`config.mk`:
```
export PLATFORM = sky130hd
export DESIGN_NAME = nbpc_fifo
export DESIGN_NICKNAME = d
export VERILOG_FILES = /design/src/hdl/naive_bayes_pixel_classifier_defines.svh /design/src/hdl/nbpc_fifo.sv
export SDC_FILE = /design/constraint.sdc
export NUM_CORES = 1
export LEC_CHECK = 0
export BUFFER_PORTS_ARGS = -buffer_cell sky130_fd_sc_hd__buf_4
export CAP_MARGIN = 20
export CORE_ASPECT_RATIO = 0.8
export CORE_MARGIN = 2
export CORE_UTILIZATION = 48
export DETAILED_ROUTE_END_ITERATION = 10
export GPL_ROUTABILITY_DRIVEN = 0
export GPL_TIMING_DRIVEN = 0
export MAX_ROUTING_LAYER = met4
export PLACE_DENSITY = 0.83
export SLEW_MARGIN = 10
export SYNTH_ARGS = -nofsm -noshare
export SYNTH_HDL_FRONTEND = slang
export SYNTH_SLANG_ARGS = --single-unit
```
`constraint.sdc`:
```
create_clock -name clock -period 1.75 [get_ports clock]
set_clock_uncertainty 0.15 [all_clocks]
set_input_delay 0.0875 -clock clock [delete_from_list [all_inputs] [get_ports clock]]
set_output_delay 0.0875 -clock clock [all_outputs]
set_load 0.05 [all_outputs]
```
`src/hdl/naive_bayes_pixel_classifier_defines.svh`:
```
// ----------------------------------------------------------------------------
// Naive Bayes pixel classifier assertion macros
// Shared concurrent assertion forms, clocked on clock, disabled in reset.
// ----------------------------------------------------------------------------
`ifndef NAIVE_BAYES_PIXEL_CLASSIFIER_DEFINES_SVH
`define NAIVE_BAYES_PIXEL_CLASSIFIER_DEFINES_SVH

// antecedent implies consequent in the same cycle
`define NBPC_ASSERT_IMPLIES(label, ante, cons) \
   label: assert property (@(posedge clock) disable iff (reset) (ante) |-> (cons)) \
      else $error("nbpc implication check failed");

// condition must never hold
`define NBPC_ASSERT_NEVER(label, cond) \
   label: assert property (@(posedge clock) disable iff (reset) !(cond)) \
      else $error("nbpc forbidden condition seen");

`endif

```
`src/hdl/nbpc_fifo.sv`:
```
// ----------------------------------------------------------------------------
// Naive Bayes pixel classifier queue
// Small register FIFO with valid/ready on both sides.
// ----------------------------------------------------------------------------
module nbpc_fifo #(
   parameter int WIDTH = 8,
   parameter int DEPTH = 2
) (
   input  logic             clock,
   input  logic             reset,
   input  logic             in_valid,
   output logic             in_ready,
   input  logic [WIDTH-1:0] in_data,
   output logic             out_valid,
   input  logic             out_ready,
   output logic [WIDTH-1:0] out_data
);
   localparam int PTR_W = $clog2(DEPTH);
   localparam int CNT_W = $clog2(DEPTH + 1);

   logic [WIDTH-1:0] slot_ff [DEPTH];
   logic [PTR_W-1:0] wr_ptr_ff, rd_ptr_ff;
   logic [CNT_W-1:0] count_ff;
   logic             push, pop;

   assign in_ready  = (count_ff != CNT_W'(DEPTH));
   assign out_valid = (count_ff != '0);
   assign out_data  = slot_ff[rd_ptr_ff];
   assign push      = in_valid && in_ready;
   assign pop       = out_valid && out_ready;

   // storage
   always_ff @(posedge clock) begin
      if (push) slot_ff[wr_ptr_ff] <= in_data;
   end

   // pointers and fill level
   always_ff @(posedge clock) begin
      if (reset) begin
         wr_ptr_ff <= '0;
         rd_ptr_ff <= '0;
         count_ff  <= '0;
      end else begin
         if (push) wr_ptr_ff <= (wr_ptr_ff == PTR_W'(DEPTH - 1)) ? '0 : wr_ptr_ff + 1'b1;
         if (pop)  rd_ptr_ff <= (rd_ptr_ff == PTR_W'(DEPTH - 1)) ? '0 : rd_ptr_ff + 1'b1;
         unique case ({push, pop})
            2'b10:   count_ff <= count_ff + 1'b1;
            2'b01:   count_ff <= count_ff - 1'b1;
            default: count_ff <= count_ff;
         endcase
      end
   end
endmodule

```
Word-level counts from Yosys, hierarchy flattened
Memory sizes are Yosys's and may differ from the RTL's. A register that Yosys moved wholly into a read port is not among the register bits.
Cells that the tools add are included.
{"block": "totals", "ff_bits": 4, "mem_bits_rw": 16, "in_bits": 12, "out_inout_bits": 10, "wordCells": 22, "mem_count": 1}
{"name": "slot_ff", "depth": 2, "word_bits": 8, "read_ports": 1, "rd_ports_with_merged_regs": 1, "write_ports": 1, "line": "nbpc_fifo.sv:21", "source": "logic [WIDTH-1:0] slot_ff [DEPTH];"}
{"block": "classes", "add_sub_neg": 4, "eq_ne": 3, "muxes": 7, "n_reduce_logical": 4}
{"op": "$mux 1", "n": 6}
{"op": "$pmux 2 s2", "n": 1}
{"op": "$reduce_bool 2->1", "n": 2}
{"op": "$add 1x1->1 const B", "n": 2}
{"op": "$add 2x1->2 const B", "n": 1}
{"op": "$eq 2x1->1 const B", "n": 1}
{"op": "$eq 2x2->1 const B", "n": 1}
{"op": "$logic_and 1x1->1", "n": 2}
{"op": "$ne 2x2->1 const B", "n": 1}
{"op": "$sub 2x1->2 const B", "n": 1}

Depth between registers and ports, before layout
{"block": "depth", "word_depth": 4, "mapped_depth": 6, "mapped_depth_nobuf": 6}

Worst setup path before layout
No wires, ideal clock.
{"block": "synth_timing", "kind": "register -> register", "startpoint": "register count_ff[0]", "endpoint": "register count_ff[1]", "setup_time_ns": 0.070, "t_arrival_ns": 1.772, "required_ns": 1.530, "setup_slack_ns": -0.242, "stages_incl_launch_ff": 6, "path_buffers": 0, "synth_period_minus_slack_ns": 1.992, "path_cell_list": "dfxtp_1 nand2b_1 nand2_1 ha_1 or3_1 a21oi_1"}
{"block": "synth_between", "elab_chain_len": 4, "elab_cells_between_ends": 10, "cone_classes": "add/sub: 2; eq/ne: 3; mux: 1; reduce/logical: 4"}
{"element": "start, declared", "line": "nbpc_fifo.sv:23", "source": "logic [CNT_W-1:0] count_ff;"}
{"element": "start signal, assigned", "line": "nbpc_fifo.sv:47", "source": "2'b10: count_ff <= count_ff + 1'b1;"}
{"element": "start signal, assigned", "line": "nbpc_fifo.sv:48", "source": "2'b01: count_ff <= count_ff - 1'b1;"}
{"element": "start signal, assigned", "line": "nbpc_fifo.sv:49", "source": "default: count_ff <= count_ff;"}
{"element": "$ne 2x2->1 *", "line": "nbpc_fifo.sv:26", "source": "assign in_ready = (count_ff != CNT_W'(DEPTH));"}
{"element": "named net in_ready", "line": "nbpc_fifo.sv:12", "source": "output logic in_ready,"}
{"element": "$logic_and 1x1->1 *", "line": "nbpc_fifo.sv:29", "source": "assign push = in_valid && in_ready;"}
{"element": "$eq 2x1->1 or $eq 2x2->1 (tied branches)", "line": "nbpc_fifo.sv:46", "source": "unique case ({push, pop})"}
{"element": "$pmux 2 s2 or $reduce_bool 2->1 (tied branches)"}
The timed path passes the listed nets; every way through them passes the cells marked *.
A chain may end at the register's enable or synchronous reset.

==> impl_metrics.env <==
export IMPL_cts_tree="done"
export IMPL_viasPerCell=4.689
export IMPL_status="finished clean"
export IMPL_die_area_mm2=0.002007
export IMPL_preCtsSetupSlack_ps=77.44
export IMPL_first_iter_violations=6
export IMPL_stdcell_area_mm2=0.001136
export IMPL_tightest_slew_ps=395.1
export IMPL_switching_share=0.3978
export IMPL_avgSynthCellArea_um2=16.29
export IMPL_nets=98
export IMPL_crit_fanout=8
export IMPL_nFillCells=115
export IMPL_firstDrtPassIters=4
export IMPL_cts_buffers=3
export IMPL_rsz0062_at_grt="false"
export IMPL_initial_core_util=0.5008
export IMPL_synth_compound_area_share=0.04075
export IMPL_antenna_cells=0
export IMPL_finalWorstSetupSlack_ps=136.9
export IMPL_portBuffers=21
export IMPL_max_slew_margin_rel=0.7366
export IMPL_post_route_period_util=0.9218
export IMPL_power_internal_w=0.001068
export IMPL_synth_xor_area_frac=0.03292
export IMPL_die_w_um=49.60
export IMPL_drive_gt1_frac=0.4762
export IMPL_slew_violations=0
export IMPL_seqCellArea_um2=585.6
export IMPL_p_sw_w=0.0007054
export IMPL_ir_worst_vdd_mv=0.7918
export IMPL_r2r_end="count_ff[1]"
export IMPL_path_class="reg -> out"
export IMPL_cp_arrival_ps=1380
export IMPL_synth_area_top_cells="edfxtp_1 (60%), dfxtp_1 (13%), mux2_2 (11%)"
export IMPL_drc=0
export IMPL_critical_path_endpoint_type="output port"
export IMPL_synth_nets=62
export IMPL_ys_seq_elements=21
export IMPL_synth_mux_area_frac=0.1129
export IMPL_die_h_um=40.48
export IMPL_grt_use_total=0.1475
export IMPL_core_area_mm2=0.001594
export IMPL_hold_class="in -> reg"
export IMPL_reg2reg_from="count_ff[0]"
export IMPL_cap_violations=0
export IMPL_synth_distinct_cells=19
export IMPL_ant_nets=0
export IMPL_reg2reg_slack_ps=160
export IMPL_syn_instance_count=49
export IMPL_area_growth_pct=42.32
export IMPL_reg2regPathDepth=6
export IMPL_grt_start_max_net_pins=13
export IMPL_ys_warnings_count=0
export IMPL_clkLatencyLatePin_ps=290
export IMPL_io_pin_count=22
export IMPL_p_leak_nw=0.4460
export IMPL_clkPwrFrac=0.122
export IMPL_cts_sinks=21
export IMPL_rows=13
export IMPL_grt_pass1_vias=473
export IMPL_final_setup_tns_ps=0
export IMPL_clockRootBuffer="clkbuf_4"
export IMPL_seqPwrFrac=0.395
export IMPL_clk_pin_slew_ps=100
export IMPL_placed_cell_area_um2=991.0
export IMPL_comb_power_share=0.483
export IMPL_startpoint_type="flip-flop"
export IMPL_dp_hpwl_um=808.5
export IMPL_synth_fa_ha_area_frac=0.01567
export IMPL_setup_worst_path_end="out_data[4]"
export IMPL_synth_top_area_frac=0.6019
export IMPL_ys_seq_area_frac=0.7273
export IMPL_grt_antenna_before_repair=0
export IMPL_htreeDepth=1
export IMPL_hold_violations=0
export IMPL_gr_total_overflow=0
export IMPL_powerDensity_mw_per_mm2=1561
export IMPL_fmax_mhz=619.9
export IMPL_wl_per_cell_um=12.50
export IMPL_synth_top_family_by_area="multiplexers"
export IMPL_setup_violations=0
export IMPL_synthSimpleGateAreaFrac=0.05956
export IMPL_multi_input_area_um2=229.0
export IMPL_fin_util=0.7127
export IMPL_post_synth_top_area_cell="edfxtp_1"
export IMPL_syn_area_um2=798.3
export IMPL_min_period_ps=1613
export IMPL_grt_first_pass_wirelength_mm=1.987
export IMPL_detail_route_wirelength_mm=1.325
export IMPL_cp_required_ps=1510
export IMPL_clock_path_buffers=2
export IMPL_via_count=497
[Yosys cell counts]
master,count
xnor2_1,2
nand3b_1,1
o21a_1,1
a21oi_1,2
and3_1,1
edfxtp_1,16
buf_2,1
a21bo_2,1
nor2_1,3
mux2_2,8
or3_1,1
ha_1,1
nand2_1,1
nand2b_1,1
inv_1,1
dfxtp_1,5
or2_2,1
o21ai_0,1
xor2_1,1
[cell usage in the layout (no fill, tap or decap)]
cell type / count
a21bo_2: 1
a21oi_1: 2
and3_1: 1
buf_2: 1
buf_4: 21
clkbuf_4: 3
clkinv_2: 1
dfxtp_1: 3
dfxtp_2: 1
dfxtp_4: 1
dlygate4sd3_1: 10
edfxtp_1: 16
ha_4: 1
inv_1: 1
mux2_2: 8
nand2_1: 1
nand2b_4: 1
nand3b_1: 1
nor2_1: 3
o21a_1: 1
o21ai_0: 1
or2_2: 1
or3_1: 1
xnor2_1: 2
xor2_1: 1
[cell families after synthesis]
logic type               count (synthesis)
AO/OA/AOI/OAI                            5
XOR/XNOR                                 3
adder cells (fa/ha/maj)                  1
buffers and inverters                    2
flip-flops                              21
multiplexers                             8
AND/OR/NAND/NOR                          9
[cell type report]
class	instances	share of cell area
clock inverters	1	0.004405
clock buffers	3	0.01982
plain buffers	1	0.004405
well taps	22	0.02423
repair buffers	31	0.2269
flip-flops and latches	21	0.5154
inverters	1	0.003304
multi-input cells	26	0.2015
[power by group through the flow]
stage | Combinational, W | Clock, W | Sequential, W
final | 0.000857 | 0.000216 | 0.000701
after global routing | 0.000922 | 0.000246 | 0.000714
after CTS | 0.000840 | 0.000224 | 0.000691
after detailed placement | 0.000818 | 0 | 0.000703
after global placement | 0.000804 | 0 | 0.000697
after floorplan | 0.000619 | 0 | 0.000691
[timing repair]
| item | 4_1_cts | 5_1_grt |
|---|---|---|
| hold endpoints to repair | 21 | 0 |
| endpoints found under the setup margin | 0 | 1 |
| hold buffers | 10 | 0 |
| resized for setup | 0 | 4 |
| setup buffers | 0 | 0 |
[per-stage QoR]
step	cells	hold WS, ps	power, W
after floorplan	49	6.566	0.001310
after global placement	92	122.6	0.001501
after detailed placement	92	125.1	0.001521
after CTS	106	54.44	0.001755
after global routing	106	164.3	0.001882
final	106	126.6	0.001773
[worst min path at each step]
stage / end / slack (ps) / cells after the start / start
after detailed placement: slot_ff[1][5] / 130 / 1 / in_data[5]
after global routing: flip-flop / 160 / 4 / out_ready
final: flip-flop / 130 / 4 / out_ready
after CTS: flip-flop / 50 / 4 / out_ready
after global placement: slot_ff[0][5] / 120 / 1 / in_data[5]
after floorplan: count_ff[1] / 7 / 1 / reset
[critical path, cell delays in order (launching register included)]
cell and delay, ps:
dfxtp_1 320, buf_2 210, mux2_2 360, buf_4 190
[metal layers]
layer  routed length [um]  track usage  share of wire  vias up
met5                    0            -              0        -
met2                  634       0.2567           0.48       16
met3                   70      0.05597          0.053        2
met4                   20      0.04167          0.015        0
li1                     -            -              -      248
met1                  600       0.1643           0.45      231
[state kept, by name, summed over array words and instances, names as in the netlist, named ones only]
name	flops
slot_ff	16
wr_ptr_ff	1
rd_ptr_ff	1
count_ff	2
Power figures use the tool's default switching activity.
