--- src/hdl/naive_bayes_pixel_classifier_defines.svh ---
// ----------------------------------------------------------------------------
// Naive Bayes pixel classifier assertion macros
// Shared concurrent assertion forms, clocked on clock, disabled in reset.
// ----------------------------------------------------------------------------
`ifndef NAIVE_BAYES_PIXEL_CLASSIFIER_DEFINES_SVH
`define NAIVE_BAYES_PIXEL_CLASSIFIER_DEFINES_SVH

// antecedent implies consequent in the same cycle
`define NBPC_ASSERT_IMPLIES(label, ante, cons) \
   label: assert property (@(posedge clock) disable iff (reset) (ante) |-> (cons)) \
      else $error("nbpc implication check failed");

// condition must never hold
`define NBPC_ASSERT_NEVER(label, cond) \
   label: assert property (@(posedge clock) disable iff (reset) !(cond)) \
      else $error("nbpc forbidden condition seen");

`endif

--- src/hdl/nbpc_pkg.sv ---
// ----------------------------------------------------------------------------
// Naive Bayes pixel classifier package
// Command and status types, class codes, log2 table and helper functions.
// ----------------------------------------------------------------------------
package nbpc_pkg;

   // action codes of the input stream
   typedef enum logic [1:0] {
      ACT_CLEAR    = 2'd0,
      ACT_TRAIN    = 2'd1,
      ACT_CLASSIFY = 2'd2,
      ACT_NONE     = 2'd3
   } action_type;

   // class of a log value: finite, +inf, -inf, undefined
   typedef enum logic [1:0] {
      CL_FIN  = 2'd0,
      CL_PINF = 2'd1,
      CL_NINF = 2'd2,
      CL_NAN  = 2'd3
   } lclass_type;

   localparam int IDX_MAX_W = 24;        // table index width at the largest image
   localparam int LG_W      = 13;        // unsigned Q8 log2 of a 32-bit count
   localparam int DIFF_W    = LG_W + 1;  // signed difference of two logs
   localparam int ACC_W     = 32;
   localparam int SCORE_W   = 24;
   localparam int RSP_DEPTH = 8;         // result queue depth
   localparam logic signed [17:0] LN2_Q16   = 18'sd45426;
   localparam logic signed [17:0] ROUND_Q16 = 18'sd32768;

   // one table operation handed from front to back
   typedef struct packed {
      action_type           op;
      logic [IDX_MAX_W-1:0] idx;
      logic                 label;
      logic                 last;
   } cmd_type;

   // back status seen by front and top
   typedef struct packed {
      logic clearing;
      logic cmd_pop;
   } back_status_type;

   typedef logic [7:0] frac_table_type [256];

   // fraction bits of log2((256+m)/256), squaring method in Q1.30
   function automatic frac_table_type build_frac_table();
      frac_table_type t;
      logic [63:0]    v;
      logic [7:0]     f;
      for (int m = 0; m < 256; m++) begin
         v = 64'(256 + m) << 22;
         f = 8'd0;
         for (int i = 0; i < 8; i++) begin
            v = (v * v) >> 30;
            f = {f[6:0], 1'b0};
            if (v >= (64'd2 << 30)) begin
               f[0] = 1'b1;
               v    = v >> 1;
            end
         end
         t[m] = f;
      end
      return t;
   endfunction

   localparam frac_table_type FRAC_TABLE = build_frac_table();

   // Q8 log2: leading-one position and table fraction; zero maps to zero
   function automatic logic [LG_W-1:0] lg_q8(input logic [31:0] x);
      logic [4:0]  e;
      logic [39:0] w;
      logic [7:0]  m;
      e = 5'd0;
      for (int i = 0; i < 32; i++) begin
         if (x[i]) e = 5'(i);
      end
      w = {x, 8'd0} >> e;
      m = w[7:0];
      return (x == 32'd0) ? '0 : {e, FRAC_TABLE[m]};
   endfunction

   // class of log(c/n)
   function automatic lclass_type log_class(input logic c_zero, input logic n_zero);
      if (n_zero) return c_zero ? CL_NAN : CL_PINF;
      return c_zero ? CL_NINF : CL_FIN;
   endfunction

   function automatic lclass_type sub_class(input lclass_type a, input lclass_type b);
      if (a == CL_NAN || b == CL_NAN) return CL_NAN;
      if (a == CL_PINF) return (b == CL_PINF) ? CL_NAN : CL_PINF;
      if (a == CL_NINF) return (b == CL_NINF) ? CL_NAN : CL_NINF;
      if (b == CL_PINF) return CL_NINF;
      if (b == CL_NINF) return CL_PINF;
      return CL_FIN;
   endfunction

   function automatic lclass_type add_class(input lclass_type a, input lclass_type b);
      if (a == CL_NAN || b == CL_NAN) return CL_NAN;
      if (a == CL_FIN) return b;
      if (b == CL_FIN || b == a) return a;
      return CL_NAN;
   endfunction

endpackage

--- src/hdl/nbpc_if.sv ---
// ----------------------------------------------------------------------------
// Naive Bayes pixel classifier channels
// Pixel request and score response streams with valid/ready handshake.
// ----------------------------------------------------------------------------
interface nbpc_req_if;
   logic       valid;
   logic       ready;
   logic [1:0] action;
   logic [3:0] gray_level;
   logic       label;
   logic       last_pixel;

   modport source (output valid, action, gray_level, label, last_pixel, input ready);
   modport sink   (input valid, action, gray_level, label, last_pixel, output ready);
endinterface


--- src/hdl/nbpc_front.sv ---
// ----------------------------------------------------------------------------
// Naive Bayes pixel classifier front end
// Accepts pixels, tracks the pixel position and forms table commands.
// ----------------------------------------------------------------------------
module nbpc_front #(
   parameter int PIXELS      = 1024,
   parameter int GRAY_LEVELS = 16
) (
   input  logic                    clock,
   input  logic                    reset,
   nbpc_req_if.sink                req,
   input  nbpc_pkg::back_status_type status,
   output logic                    cmd_valid,
   input  logic                    cmd_ready,
   output nbpc_pkg::cmd_type       cmd
);
   localparam int TABLE_SIZE = PIXELS * GRAY_LEVELS;
   localparam int IDX_W      = $clog2(TABLE_SIZE);
   localparam int POS_W      = (PIXELS > 1) ? $clog2(PIXELS) : 1;
   localparam int SUM_W      = IDX_W + 9;
   localparam logic [8:0] GRAY_MAX = 9'(GRAY_LEVELS - 1);

   nbpc_pkg::action_type op;
   logic [POS_W-1:0] pos_ff, pos_in;
   logic [IDX_W-1:0] base_ff, base_in;
   logic [8:0]       gray_ext, gray_clamped;
   logic             accept, wrap;

   assign op        = nbpc_pkg::action_type'(req.action);
   assign req.ready = cmd_ready && !status.clearing;
   assign accept    = req.valid && req.ready;
   assign cmd_valid = accept && (op != nbpc_pkg::ACT_NONE);

   // gray level clamp and table index
   assign gray_ext     = {5'd0, req.gray_level};
   assign gray_clamped = (gray_ext >= 9'(GRAY_LEVELS)) ? GRAY_MAX : gray_ext;
   always_comb begin
      cmd.op    = op;
      cmd.idx   = nbpc_pkg::IDX_MAX_W'(IDX_W'(SUM_W'(base_ff) + SUM_W'(gray_clamped)));
      cmd.label = req.label;
      cmd.last  = req.last_pixel;
   end

   // next pixel position
   assign wrap = req.last_pixel || (pos_ff == POS_W'(PIXELS - 1));
   always_comb begin
      pos_in  = pos_ff;
      base_in = base_ff;
      unique case (op)
         nbpc_pkg::ACT_CLEAR: begin
            pos_in  = '0;
            base_in = '0;
         end
         nbpc_pkg::ACT_TRAIN, nbpc_pkg::ACT_CLASSIFY: begin
            pos_in  = wrap ? '0 : pos_ff + 1'b1;
            base_in = wrap ? '0 : IDX_W'(SUM_W'(base_ff) + SUM_W'(GRAY_LEVELS));
         end
         default: begin
            pos_in  = pos_ff;
            base_in = base_ff;
         end
      endcase
   end

   always_ff @(posedge clock) begin
      if (reset) begin
         pos_ff  <= '0;
         base_ff <= '0;
      end else if (accept) begin
         pos_ff  <= pos_in;
         base_ff <= base_in;
      end
   end
endmodule

--- src/flat_wrapper.sv ---
// flat-port wrapper written by rule: the top's interface ports become plain ports
module nbpc_front_flat 
#(
   parameter int PIXELS      = 1024,
   parameter int GRAY_LEVELS = 16
)
  (clock, reset, status, cmd_valid, cmd_ready, cmd, req_valid, req_action, req_gray_level, req_label, req_last_pixel, req_ready);
  nbpc_req_if req_i ();
  input  logic clock;
  input  logic reset;
  input  nbpc_pkg::back_status_type status;
  output logic cmd_valid;
  input  logic cmd_ready;
  output nbpc_pkg::cmd_type cmd;
  input wire logic [$bits(req_i.valid)-1:0] req_valid;
  input wire logic [$bits(req_i.action)-1:0] req_action;
  input wire logic [$bits(req_i.gray_level)-1:0] req_gray_level;
  input wire logic [$bits(req_i.label)-1:0] req_label;
  input wire logic [$bits(req_i.last_pixel)-1:0] req_last_pixel;
  output wire logic [$bits(req_i.ready)-1:0] req_ready;
  assign req_i.valid = req_valid;
  assign req_i.action = req_action;
  assign req_i.gray_level = req_gray_level;
  assign req_i.label = req_label;
  assign req_i.last_pixel = req_last_pixel;
  assign req_ready = req_i.ready;
  nbpc_front #(.PIXELS(PIXELS), .GRAY_LEVELS(GRAY_LEVELS)) u_core (.clock(clock), .reset(reset), .req(req_i), .status(status), .cmd_valid(cmd_valid), .cmd_ready(cmd_ready), .cmd(cmd));
endmodule
--- config.mk ---
export PLATFORM = sky130hd
export DESIGN_NAME = nbpc_front_flat
export DESIGN_NICKNAME = d
export VERILOG_FILES = /design/src/hdl/naive_bayes_pixel_classifier_defines.svh /design/src/hdl/nbpc_pkg.sv /design/src/hdl/nbpc_if.sv /design/src/hdl/nbpc_front.sv /design/src/flat_wrapper.sv
export SDC_FILE = /design/constraint.sdc
export NUM_CORES = 1
export LEC_CHECK = 0
export ABC_AREA = 1
export BUFFER_PORTS_ARGS = -buffer_cell sky130_fd_sc_hd__buf_2
export CORE_MARGIN = 3
export CORE_UTILIZATION = 45
export DETAILED_ROUTE_END_ITERATION = 12
export GPL_TIMING_DRIVEN = 1
export PLACE_DENSITY = 0.76
export SETUP_SLACK_MARGIN = 0.2
export SYNTH_ARGS = -nofsm -noshare
export SYNTH_HDL_FRONTEND = slang
export SYNTH_SLANG_ARGS = --single-unit
--- constraint.sdc ---
create_clock -name clock -period 1.4 [get_ports clock]
set_clock_uncertainty 0.15 [all_clocks]
set_input_delay 0.14 -clock clock [delete_from_list [all_inputs] [get_ports clock]]
set_output_delay 0.14 -clock clock [all_outputs]
set_load 0.02 [all_outputs]
Word level (Yosys, flattened, before mapping):

Index checks and enable logic that the tools add are counted.

* $lt $le $gt $ge: 1
* multipliers: 0
* $add $sub $neg: 3
* eq/ne operators: 4
* bitwise operators: 0
* reduce and logical (&&, ||, !) cells: 9
* shift operators: 0
* div/mod/pow operators: 0
* muxes and demuxes: 5

Operators with widths (count)
* $pmux W14 S2: 1
* $pmux W10 S2: 1
* $add A14 B5 Y14 const B: 1
* $add A14 B9 Y14: 1
* $mux W14: 1
* $add A10 B1 Y10 const B: 1
* $eq A10 B10 Y1 const B: 1
* $mux W10: 1
* $ge A4 B5 Y1 const B: 1
* $mux W4: 1
* $logic_and A1 B1 Y1: 3
* $eq A2 B1 Y1 const B: 1
* $eq A2 B2 Y1 const B: 1
* $logic_not A2 Y1: 1
* $ne A2 B2 Y1 const B: 1
* $reduce_and A2 Y1: 1
* $reduce_bool A2 Y1: 1
* $reduce_or A2 Y1: 1
* $logic_not A1 Y1: 1
* $logic_or A1 B1 Y1: 1

* latch bits: 0
* memories kept: 0
* memory bits (writable): 0
* logic and storage cells: 24
* memory bits (read-only): 0
* register bits: 24

Logic depth before layout (Yosys ltp):

* depth after elaboration: 4
* mapped depth: 9
* depth with buffers taken out: 9

Least setup slack after synthesis:

No wires, ideal clock.

* path type: register -> register
* from: reg u_core.pos_ff[0]
* to: reg u_core.pos_ff[6]
* slack: -66 ps
* arrival time: 1201 ps
* cell stages (with the launch flop): 10
* path through: dfxtp_1 -> ha_1 -> nand2_1 -> nor2_4 -> nand3_1 -> nand3_2 -> nand2_2 -> nand2_4 -> buf_12 -> nor2_2

* word-level cells in the longest chain between the ends: 4
* elaborated cells on any way between the ends: 5
* classes of those cells: add/sub: 1; eq/ne: 1; mux: 2; reduce/logical: 1

RTL lines
* start: declaration: RTL line nbpc_front.sv:24 `logic [POS_W-1:0] pos_ff, pos_in;`
* start signal: assignment: RTL line nbpc_front.sv:70 `pos_ff <= pos_in;`
* branches (longest 2 deep; another with $add A10 B1 Y10)
* $mux W10 *: RTL line nbpc_front.sv:55 `pos_in = wrap ? '0 : pos_ff + 1'b1;`
* $pmux W10 S2 *: RTL line nbpc_front.sv:49 `unique case (op)`

Every way passes the cells marked *.
A chain may end at the register's enable or synchronous reset.

Worst setup path in the final report:

* from: reg u_core.pos_ff[1]
* to: reg u_core.base_ff[6]

* word-level cells in the longest chain between the ends: 4

RTL lines
* $eq A10 B10 Y1: RTL line nbpc_front.sv:45 `assign wrap = req.last_pixel || (pos_ff == POS_W'(PIXELS - 1));`
* $logic_or A1 B1 Y1: RTL line nbpc_front.sv:45
* $mux W14: RTL line nbpc_front.sv:56 `base_in = wrap ? '0 : IDX_W'(SUM_W'(base_ff) + SUM_W'(GRAY_LEVELS));`
* $pmux W14 S2: RTL line nbpc_front.sv:49
* end signal: assignment: RTL line nbpc_front.sv:71 `base_ff <= base_in;`
* end: declaration: RTL line nbpc_front.sv:25 `logic [IDX_W-1:0] base_ff, base_in;`

Every way passes these cells.

==> reports/results.ini <==
[timing]
fin_crit_ns=1.43
hold_viol_final=0
whs_ns=0.118
timing.slew.headroom_pct=60.5
fmax_ghz=0.702
slew_viol_final=0
tightest_slew_ns=0.592
finalCritPeriodShare_pct=102
rsz0062_at_grt=yes
setup-violations-final=16
fin_ws_ns=-0.0255

[setup_path]
crit_path_cell_trace=ha_4, nand2_4, nor2_4, nand3_2, nand3_4, nand2_8, nand2_8, nor2_2
r2r_start=u_core.pos_ff[1]
required_ns=1.46
reg2reg_slack_ns=-0.03
timing.rr.end=u_core.base_ff[6]
max_stage_delay_ns=0.37
slowest_stage=dfxtp_2
start_kind=register
cp_data_arrival_time_ns=1.48
reg2reg_depth=8
worstSetupPathType=reg -> reg
crit_top_cell=nand2_8
critPathMaxFanout=9
crit_path_end_kind=register

[detailed_routing]
avgRoutedWirePerCell_microns=12.5
drtAntennaViolNets=0
dr.pass1.iters=4
drt_iter0_markers=35
drc=0
wl_mm=3.34
vias_per_cell=4.86
vias=1297

[cells_and_area]
nets=256
n_antenna_cell=0
layout-drive-gt1-share_pct=55.5
synthToLayoutAreaGrowth_pct=43.7
utilization_pct=69.2
fin_cells=267
fill_cells=241

[synthesis]
yosysSeqAreaShare_pct=29.4
synth_area_sq_mm=0.00136
netlist_instances=189
ys_ff_latch=20
synth_cell_types=28
syn_area_per_cell_sq_um=7.21
yosysWarningCount=0

[grt]
antenna_found_initial=0
grt_max_degree=14
grt_pass1_wl_mm=4.84
grt.total_usage_pct=17.4
grt_pass1_vias=1190
grt_overflow_total=0

[clocking]
cts_buffers=3
clk_path_buf_depth=2
holdBufCountCts=0
cts_root_buf=clkbuf_4
cts_htree_levels=1
tritoncts=yes
clock-sinks=20
clk_latency_ns=0.31
path_clk_slew_ns=0.13

[flow_run]
drv_cap=0

[status]
violations=negative setup slack
status=complete, but fails checks

[floorplan]
die_x_microns=61.0
num_rows=19
dieHeight_microns=61.0
core-area_sq_mm=0.00283
die_area_sq_mm=0.00372
initial_core_util_pct=48.2
io_pins=44

[worst_hold_path]
min_path_cells=6
hp-start=req_last_pixel
min_path_type=in -> reg
hold_end=u_core.pos_ff[9]

[placed_design]
dp_hpwl_mm=2.01
place_inst=252
port_buffers=28
gp_congestion=0.756

[pwr]
power_density_mw_per_mm2=642
power.leakage_nw=0.881
max-vdd-ir-drop_uv=613

==> final cells by class <==
| class | instances | area (sq um) | area share, % |
|---|---|---|---|
| Inverter | 22 | 82.6 | 4.22 |
| Tap cell | 31 | 38.8 | 1.98 |
| Timing Repair Buffer | 54 | 378 | 19.3 |
| Sequential cell | 20 | 428 | 21.9 |
| Clock buffer | 3 | 22.5 | 1.15 |
| Multi-Input combinational cell | 136 | 978 | 50.0 |
| Clock inverter | 1 | 30.0 | 1.53 |
==> cells in the mapped netlist <==
master     n  area [sq um]
nand2_1   35           131
dfxtp_1   20           400
nor2_1    20          75.1
inv_1     18          67.6
buf_4     15           113
nand3_1   12          60.1
nor2_2    12          75.1
xor2_1    12           105
clkbuf_1   6          22.5
a21oi_1    5          25.0
ha_1       5          62.6
inv_2      4          15.0
nand2_2    3          18.8
nand4_1    3          18.8
nor2_4     3          33.8
nand3_2    2          20.0
o21ai_0    2          10.0
o22ai_1    2          12.5
buf_12     1          20.0
buf_6      1          11.3
conb_1     1          3.75
nand2_4    1          11.3
nand3b_1   1          7.51
nand4_2    1          12.5
nor3_1     1          5.00
nor3_2     1          10.0
or2_0      1          6.26
xnor2_1    1          8.76
==> report_power, final <==
part	switching (mW)	internal, mW	leakage, nW
logic	0.135	0.0695	0.684
clock network	0.197	0.290	0.0279
registers	0.00312	0.564	0.169
total	0.335	0.923	0.881
==> worst max-delay path: cells and delay by family, from the launching register on <==
| family | cells | cell delay [ns] |
|---|---|---|
| fa+ha+maj | 1 | 0.15 |
| flops | 1 | 0.37 |
| simple gates | 7 | 0.67 |
==> per-stage QoR <==
stage	setup slack [ns]	instance area, sq um	TNS (ns)	power [mW]
2_1_floorplan	-0.00957	1440	-0.0798	0.736
3_3_place_gp	-0.0463	1590	-0.574	0.747
3_5_place_dp	-0.0773	1590	-1.06	0.750
4_1_cts	0.0173	1800	0	1.25
5_1_grt	-0.101	1960	-1.34	1.30
6_report	-0.0255	1960	-0.230	1.26
==> metal layers <==
metal	vias up	GRT usage (%)	share of wire (%)
met1	596	20.2	41
met2	38	32.2	53
li1	654	-	-
met5	-	0	0
met3	9	3.14	3.6
met4	0	5.57	2.8
==> how the worst max path moves through the flow <==
stage,slack [ns],cells past startpoint,to,from
after detailed placement,-0.08,8,u_core.base_ff[9],u_core.pos_ff[1]
after global placement,-0.05,8,u_core.base_ff[9],u_core.pos_ff[1]
after floorplan,-0.01,9,u_core.pos_ff[2],u_core.pos_ff[1]
after global routing,-0.10,8,u_core.base_ff[12],u_core.base_ff[5]
after CTS,0.02,4,cmd[6],u_core.base_ff[4]
final,-0.03,8,u_core.base_ff[6],u_core.pos_ff[1]
==> cell families after synthesis <==
logic type / share of synthesized area [%]
AND/OR/NAND/NOR: 35.6
buffers and inverters: 18.3
flip-flops: 29.4
XOR/XNOR: 8.36
AO/OA/AOI/OAI: 3.49
adder cells (fa/ha/maj): 4.59
other: 0.275
==> state kept, by name, indices dropped and copies added, names as in the netlist <==
signal	cells
u_core.base_ff	10
u_core.pos_ff	10
==> layout by cell type, fill, tap and decap left out <==
master / netlist / final
inv_1: 18 / 13
nand2_8: 0 / 4
nor2_4: 3 / 5
ha_1: 5 / 3
buf_12: 1 / 1
nand2_2: 3 / 3
o21ai_0: 2 / 1
nor2_2: 12 / 17
a21oi_2: 0 / 5
inv_2: 4 / 9
nand3_4: 0 / 2
nand4_1: 3 / 3
nand4_4: 0 / 1
o22ai_2: 0 / 1
nand3_1: 12 / 8
or2_0: 1 / 1
dfxtp_4: 0 / 4
nand3_2: 2 / 4
conb_1: 1 / 11
buf_4: 15 / 27
ha_4: 0 / 2
nand2_4: 1 / 3
xnor2_2: 0 / 1
nor3_4: 0 / 1
o22ai_1: 2 / 1
buf_2: 0 / 22
nand3b_1: 1 / 1
dfxtp_2: 0 / 10
buf_6: 1 / 4
nor2_1: 20 / 13
nand2_1: 35 / 31
xor2_1: 12 / 12
nor3_2: 1 / 1
dfxtp_1: 20 / 6
o21ai_1: 0 / 1
bufinv_16: 0 / 1
clkbuf_4: 0 / 3
==> what timing repair did <==
action,CTS,global route
setup buffers,6,3
pin swaps,7,13
resized for setup,35,31
endpoints found under the setup margin,29,28
gates cloned,1,1
Power figures use the tool's default switching activity.
